### config.mk
export PLATFORM = sky130hd
export DESIGN_NAME = qrot_round
export DESIGN_NICKNAME = d
export VERILOG_FILES = /design/src/hw/rtl/qrot_pkg.sv /design/src/hw/rtl/qrot_round.sv
export SDC_FILE = /design/constraint.sdc
export NUM_CORES = 1
export LEC_CHECK = 0
export ABC_AREA = 1
export BUFFER_PORTS_ARGS = -buffer_cell sky130_fd_sc_hd__buf_2
export CORE_UTILIZATION = 45
export DETAILED_ROUTE_END_ITERATION = 10
export PLACE_DENSITY_LB_ADDON = 0.05
export SLEW_MARGIN = 30
export SYNTH_ARGS = -nofsm -noshare
export SYNTH_HDL_FRONTEND = slang
export SYNTH_SLANG_ARGS = --single-unit
### constraint.sdc
create_clock -name clk -period 4.5 [get_ports clk]
set_input_delay 0.225 -clock clk [delete_from_list [all_inputs] [get_ports clk]]
set_output_delay 0.225 -clock clk [all_outputs]
set_load 0.05 [all_outputs]
### src/hw/rtl/qrot_pkg.sv
// Package for the quaternion rotation core: payload types and stage widths.
`default_nettype none
package qrot_pkg;

  localparam int RotW   = 16;
  localparam int PtW    = 32;
  localparam int ConjW  = RotW + 1;
  localparam int Prod1W = RotW + PtW;
  localparam int PW     = Prod1W + 2;
  localparam int LowW   = 24;
  localparam int PhW    = PW - LowW;
  localparam int PlW    = LowW + 1;
  localparam int MhW    = PhW + ConjW;
  localparam int MlW    = PlW + ConjW;
  localparam int HsW    = MhW + 2;
  localparam int LsW    = MlW + 2;
  localparam int SumW   = HsW + LowW + 1;
  localparam int FinalShift = 28;
  localparam int QW     = SumW - FinalShift;
  localparam int OutW   = 32;

  typedef logic signed [ConjW-1:0] conj_word_t;
  typedef logic signed [PW-1:0]    p_word_t;
  typedef logic signed [HsW-1:0]   hs_word_t;
  typedef logic signed [LsW-1:0]   ls_word_t;

  typedef struct packed {
    logic signed [RotW-1:0] rot_w;
    logic signed [RotW-1:0] rot_i;
    logic signed [RotW-1:0] rot_j;
    logic signed [RotW-1:0] rot_k;
    logic signed [PtW-1:0]  pt_w;
    logic signed [PtW-1:0]  pt_i;
    logic signed [PtW-1:0]  pt_j;
    logic signed [PtW-1:0]  pt_k;
  } in_t;

  typedef struct packed {
    logic signed [OutW-1:0] out_w;
    logic signed [OutW-1:0] out_i;
    logic signed [OutW-1:0] out_j;
    logic signed [OutW-1:0] out_k;
  } out_t;

  // rot * pt, plus the conjugate of rot
  typedef struct packed {
    p_word_t    [3:0] p;
    conj_word_t [3:0] c;
  } prod1_t;

  // (rot * pt) * conj(rot), as high part times 2^24 plus low part
  typedef struct packed {
    hs_word_t [3:0] hs;
    ls_word_t [3:0] ls;
  } prod2_t;

endpackage
`default_nettype wire

### src/hw/rtl/qrot_round.sv
// Recombine high and low sums, round to nearest (half up), saturate to 32 bits.
`default_nettype none
module qrot_round import qrot_pkg::*; (
  input  wire logic   clk,
  input  wire logic   rst_n,
  input  wire logic   en,
  input  wire logic   vld_i,
  input  wire prod2_t data_i,
  output logic        vld_o,
  output out_t        data_o
);

  localparam logic signed [SumW-1:0] Half = SumW'(1) <<< (FinalShift - 1);
  localparam logic signed [OutW-1:0] OutMax = {1'b0, {(OutW-1){1'b1}}};
  localparam logic signed [OutW-1:0] OutMin = {1'b1, {(OutW-1){1'b0}}};

  logic signed [SumW-1:0] v_nxt [4];
  logic signed [SumW-1:0] v_r   [4];
  logic signed [QW-1:0]   q     [4];
  logic                   pos_ovf [4];
  logic                   neg_ovf [4];
  logic signed [OutW-1:0] res_nxt [4];
  logic signed [OutW-1:0] res_r   [4];
  logic                   vld5_r, vld6_r;

  always_comb begin
    for (int n = 0; n < 4; n++) begin
      v_nxt[n] = (SumW'($signed(data_i.hs[n])) <<< LowW)
                 + SumW'($signed(data_i.ls[n])) + Half;
    end
  end

  always_ff @(posedge clk) begin
    if (!rst_n) begin
      vld5_r <= 1'b0;
      vld6_r <= 1'b0;
    end else if (en) begin
      vld5_r <= vld_i;
      vld6_r <= vld5_r;
    end
  end

  always_comb begin
    for (int n = 0; n < 4; n++) begin
      q[n]       = v_r[n][SumW-1:FinalShift];
      pos_ovf[n] = !q[n][QW-1] && (q[n][QW-2:OutW-1] != '0);
      neg_ovf[n] = q[n][QW-1] && (q[n][QW-2:OutW-1] != '1);
      if (pos_ovf[n]) begin
        res_nxt[n] = OutMax;
      end else if (neg_ovf[n]) begin
        res_nxt[n] = OutMin;
      end else begin
        res_nxt[n] = q[n][OutW-1:0];
      end
    end
  end

  always_ff @(posedge clk) begin
    if (en) begin
      for (int n = 0; n < 4; n++) begin
        v_r[n]   <= v_nxt[n];
        res_r[n] <= res_nxt[n];
      end
    end
  end

  assign vld_o        = vld6_r;
  assign data_o.out_w = res_r[0];
  assign data_o.out_i = res_r[1];
  assign data_o.out_j = res_r[2];
  assign data_o.out_k = res_r[3];

`ifndef SYNTH
  a_pos_sat: assert property (@(posedge clk) disable iff (!rst_n)
    en && vld5_r && pos_ovf[0] |=> data_o.out_w == OutMax)
    else $error("positive overflow not clamped");
  a_neg_sat: assert property (@(posedge clk) disable iff (!rst_n)
    en && vld5_r && neg_ovf[1] |=> data_o.out_i == OutMin)
    else $error("negative overflow not clamped");
  a_vld_flow: assert property (@(posedge clk) disable iff (!rst_n)
    en && vld5_r |=> vld_o)
    else $error("valid lost in final stage");
  a_vld_hold: assert property (@(posedge clk) disable iff (!rst_n)
    !en |=> $stable(vld5_r) && $stable(vld_o))
    else $error("valid moved during stall");
`endif

endmodule
`default_nettype wire

==> impl_metrics.ini, run 1 <==
[timing]
hold_viol = 0
holdWs_ns = 0.169
slew_headroom_pct = 45.7
slew_violations = 0
clock.fmax_ghz = 0.413
rsz0062_at_grt = no
min_period_ns = 2.42
worst_slack_ns = 2.08
finalClockSkew_ns = 0.0175
setup_tns_ns = 0
setup_viol = 0
fin_crit_sh_pct = 53.8
tightest_slew_ns = 0.815

[clocking]
cts_hold_buf = 3
htree_num_levels = 2
cts_resized = 0
cts_root_buf = clkbuf_16
cts.sinks = 298
postCtsSetupBuffers = 0
cts_made_buffers = 36
cts_tree = yes
clk_pin_slew_ns = 0.06
clk_path_buf_depth = 3
clkLatencyLatePin_ns = 0.55

[critical_path]
crit_type = input port to flip-flop
critical-path-top-delay-family = compound AO/OA/AOI/OAI gates
worstPathRequired_ns = 4.78
worst_setup_path_start_kind = input port
cp_common_cell = nand2_1
path_buf_inv = 1
worstPathArrival_ns = 2.70
cp_slowest_cell = buf_2
worstPathCellList = buf_2 > ha_1 > ha_1 > a21oi_1 > o21ai_0 > a21oi_1 > nand3_2 > nand2_1 > nand2_1 > nand2_1 > nand2_1
cpPeakStageDelay_ns = 0.47
critPathMaxFanout = 26
crit_path_end_kind = flip-flop

[hold_path]
hold_path_class = input port to flip-flop

[die]
die_height_um = 240
num_rows = 86
core_um2 = 55500
initial_core_util_pct = 45.8
ios = 489
die_width_um = 240
die_area_um2 = 57500

[power_and_ir_drop]
peakVddDrop_uv = 287
cellLeakagePower_nw = 15.0
power_density_nw_per_um2 = 355

[route]
drt-total-wl_um = 79600
drtIter0Drc = 1613
ant_nets = 0
drc = 0
via_count = 23800
via_per_inst = 5.22
dr.pass1.iters = 5
wl_per_cell_um = 17.4

[cells_and_area]
drive_gt1_share_pct = 15.0
final_area_um2 = 29600
layout.cells.most_common = nand2_1
syn_to_final_growth_pct = 16.2
layout.nets = 4493
layout_common_cells = 1167 x nand2_1, 391 x inv_1, 391 x buf_2, 348 x ha_1

[synthesis]
yosysWarnings = 0
ys_ff_latch = 298
syn_nets = 4080
postSynthCellCount = 3372
syn_area_um2 = 25400
syn_avg_cell_area_um2 = 7.55
synth_seq_area_share_pct = 35.1
synth.distinct_cells = 36

[run_status]
status = finished clean

[placement]
hpwlAfterDp_um = 67500
placedInstanceArea_um2 = 28400
gp_congestion = 0.983
portBuffers = 392
preCtsSetupSlack_ns = 1.51

[flow_run]
maxCapViolCount = 0

[global_routing]
grt_max_degree = 100
grt_pass1_wl_um = 122000
track_usage_pct = 27.6
grt_pass1_vias = 22900
grt.overflow.total = 0
grt_antenna_before_repair = 2
[worst register-to-register path, cell delays in order (launching register included)]
cell      delay [ns]
edfxtp_1        0.37
nand4_1         0.15
o31ai_4         0.65
buf_4           0.37
nand2_1         0.17
nand2_1         0.11
[report_power, final]
group	leakage, nW	switching [mW]	internal (mW)
Clock	0.551	1.19	1.70
Combinational	11.5	2.62	1.13
Sequential	2.87	0.167	3.68
Total	15.0	3.97	6.51
[cell type report]
class / instances / area, um2
diodes: 2 / 5.00
clock buffers: 47 / 963
clock inverters: 18 / 198
fillers: 5468 / 26000
inverters: 409 / 1540
multi-input cells: 2637 / 14900
flip-flops and latches: 298 / 8930
well taps: 748 / 936
repair buffers: 403 / 2080
[worst paths after layout]
check,from,endpoint,slack [ns],cells past startpoint
worst max-delay path,data_i[43],v_r[0][62],2.08,11
worst min-delay path,en,res_r[2][31],0.17,1
worst max register to register,v_r[2][66],res_r[2][8],2.55,5
worst min register to register,vld5_r,vld_o,0.50,2
[logic make-up (layout without fill, tap and decap cells)]
logic type      count (synthesis)  in the layout  synth area share, %
xor+xnor                      103            103                 3.55
other cells                     0              2                    0
simple gates                 1777           1777                 29.1
compound gates                409            409                 8.63
fa+ha+maj                     348            348                 17.1
flops                         298            298                 35.1
buf+inv                       437            877                 6.51
[cell usage after synthesis]
cell	count	area (um2)
a21boi_0	3	22.5
a21o_1	16	120
a21oi_1	228	1140
a31o_2	4	35.0
a31oi_1	1	6.26
and2_1	3	18.8
buf_2	12	60.1
clkbuf_1	16	60.1
clkinv_1	3	11.3
dfxtp_1	2	40.0
edfxtp_1	296	8890
ha_1	348	4350
inv_1	391	1470
inv_2	15	56.3
nand2_1	1167	4380
nand2_2	32	200
nand3_1	122	611
nand3_2	9	90.1
nand3b_1	8	60.1
nand3b_2	4	45.0
nand4_1	61	382
nor2_1	296	1110
nor2_2	32	200
nor2_4	9	101
nor3_1	19	95.1
nor3_2	5	50.1
nor4_1	10	62.6
o21a_1	2	15.0
o21ai_0	110	551
o21ai_1	16	80.1
o21ai_2	5	43.8
o21ba_2	1	10.0
o21bai_1	19	143
o31ai_1	4	30.0
xnor2_1	20	175
xor2_1	83	727
[metrics by stage]
| step | instances | power, mW | utilization [%] |
|---|---|---|---|
| finish | 4562 | 10.5 | 53.2 |
| global route | 4562 | 11.1 | 53.2 |
| CTS | 4560 | 10.5 | 53.2 |
| detailed placement | 4492 | 7.62 | 51.1 |
| global placement | 4491 | 7.59 | 51.1 |
| floorplan | 3372 | 6.39 | - |
[sequential cells by signal (all words and copies together) (netlist names)]
register	flops
vld5_r	1
vld_o	1
v_r	168
res_r	128
[per-layer routing]
layer	vias to the layer above	GRT usage, %	share of wire, %
li1	12000	-	-
met1	11100	37.8	47
met2	634	46.1	46
met3	84	3.01	5.2
met4	0	7.34	2.2
met5	-	0	0
(Power assumes the default switching activity.)
==> inputs of run 2 (changes only) <==
==> constraint.sdc (replaced) <==
create_clock -name clk -period 2.3 [get_ports clk]
set_input_delay 0.115 -clock clk [delete_from_list [all_inputs] [get_ports clk]]
set_output_delay 0.115 -clock clk [all_outputs]
set_load 0.05 [all_outputs]
==> run 2 against run 1 <==
  * Clock-buffer cell count is 4 lower
  * Worst hold slack worse by 0.12 ns
  * Sequential cell count stayed put
  * Sequential share of layout area is 2.7 points lower
  * Sequential power is 98% higher
  * Core utilization is 5.3 points higher
  * Die area stayed put
  * Critical path depth is 4 higher
  * Final cell count is 8.0% higher
  * Clock power is 110% higher
  * Clock skew is 0.0059 ns higher
  * Combinational power is 130% higher
  * Critical path type unchanged
  * Largest cell class unchanged
  * Largest power group is now combinational logic
==> impl_metrics.ini, run 2 (synthesized netlist as in run 1, its figures left out) <==
[cells_and_area]
layout.cells.most_common = nand2_1
layout_common_cells = 1167 x nand2_1, 391 x inv_1, 391 x buf_2, 357 x buf_4, 348 x ha_1
drive_gt1_share_pct = 22.5
largest_reg_flops = 168
fillers = 5326
largestRegisters = v_r x168, res_r x128
layout.nets = 4857
regMostFlops = v_r
final_area_um2 = 32500
syn_to_final_growth_pct = 27.7

[clocking]
cts_hold_buf = 4
cts_made_buffers = 37
cts_resized = 0
clk_path_buf_depth = 3
cts_root_buf = clkbuf_16
cts.sinks = 298
htree_num_levels = 2
postCtsSetupBuffers = 0
clk_pin_slew_ns = 0.06
cts_tree = yes
clkLatencyLatePin_ns = 0.57

[die]
ios = 489
die_width_um = 240
initial_core_util_pct = 45.8
core_um2 = 55500
die_height_um = 240
num_rows = 86
die_area_um2 = 57500

[run_status]
status = finished clean

[power_and_ir_drop]
power_density_nw_per_um2 = 678
peakVddDrop_uv = 488
cellLeakagePower_nw = 16.8

[timing]
slew_headroom_pct = 60.1
fin_crit_sh_pct = 88.7
min_period_ns = 2.04
setup_viol = 0
finalClockSkew_ns = 0.0235
clock.fmax_ghz = 0.490
hold_viol = 0
tightest_slew_ns = 0.598
holdWs_ns = 0.0532
slew_violations = 0
rsz0062_at_grt = no
setup_tns_ns = 0

[route]
ant_nets = 0
wl_per_cell_um = 17.1
via_count = 25300
drt-total-wl_um = 84500
dr.pass1.iters = 5
via_per_inst = 5.14
drc = 0
drtIter0Drc = 1627

[critical_path]
worstPathRequired_ns = 2.62
crit_path_end_kind = flip-flop
crit_type = input port to flip-flop
r2r_cells = 3
worstPathArrival_ns = 2.36
cp_slowest_cell = ha_1
worst_setup_path_start_kind = input port
worstPathCellList = buf_2 > buf_12 > ha_1 > ha_1 > a21oi_1 > o21ai_0 > inv_1 > nand2_1 > inv_1 > nand2_1 > buf_4 > nand2_1 > nand3_1 > nand2_1 > nand2_1
critPathMaxFanout = 15
cp_common_cell = nand2_1
cpPeakStageDelay_ns = 0.37

[hold_path]
hold_depth = 5
hold_path_class = input port to flip-flop

[global_routing]
grt_max_degree = 57
grt.overflow.total = 0
track_usage_pct = 29.2
grt_pass1_wl_um = 130000
grt_pass1_vias = 24500
grt_antenna_before_repair = 6

[placement]
gp_congestion = 0.989
portBuffers = 392
placedInstanceArea_um2 = 31200
hpwlAfterDp_um = 71200

[flow_run]
maxCapViolCount = 0
run 2: changes by cell type in the layout (fill, tap and decap cells not counted):
| cell | previous run | this run |
|---|---|---|
| clkbuf_16 | 37 | 39 |
| clkinv_2 | 0 | 6 |
| clkinv_1 | 7 | 9 |
| clkbuf_1 | 10 | 4 |
| buf_12 | 1 | 13 |
| buf_4 | 6 | 357 |
| clkinv_4 | 5 | 2 |
| dlygate4sd3_1 | 3 | 4 |
| inv_6 | 3 | 4 |
| diode_2 | 2 | 4 |
| buf_6 | 1 | 0 |
run 2: stage by stage:
stage,setup slack [ns],total power [mW],instances,util [%]
final,0.261,22.0,4929,58.5
after floorplan,0.448,12.5,3372,-
after global placement,-0.271,16.0,4854,56.2
after detailed placement,-0.268,16.1,4854,56.2
after global routing,0.0938,23.2,4929,58.5
after CTS,0.328,22.1,4925,58.5
run 2: final cells by class:
cell class                 count  area, um2  area share [%]
multi-input combinational   2637      14900            45.9
sequential                   298       8930            27.5
timing repair buffer         766       4950            15.2
inverter                     409       1540            4.73
clock buffer                  43        991            3.05
tap                          748        936            2.88
clock inverter                24        218           0.670
antenna                        4       10.0          0.0308
run 2: final timing paths:
check	startpoint	end	slack, ns
setup reg to reg	v_r[1][60]	res_r[1][20]	0.41
hold reg to reg	vld5_r	vld_o	0.51
hold / removal	data_i[265]	v_r[1][69]	0.05
setup / recovery	data_i[43]	v_r[0][69]	0.26
run 2: where the power goes:
group          total [mW]  switching [mW]  internal (mW)
combinational        8.49            5.36           3.13
clock                5.93            2.48           3.45
sequential           7.61           0.401           7.21
total                22.0            8.24           13.8
run 2: worst max-delay path, delay by kind of cell:
family                     cells  cell delay (ns)
adders and majority gates      2             0.70
and+or+nand+nor                6             0.42
AOI/OAI and AO/OA              2             0.58
buffers and inverters          5             0.57
run 2: layer usage:
metal | up-vias | global-route usage, % | share of wire (%)
met5 | - | 0 | 0
met4 | 0 | 8.29 | 2.7
met3 | 119 | 3.63 | 5.8
met2 | 754 | 48.7 | 46
met1 | 11700 | 39.5 | 45
li1 | 12700 | - | -
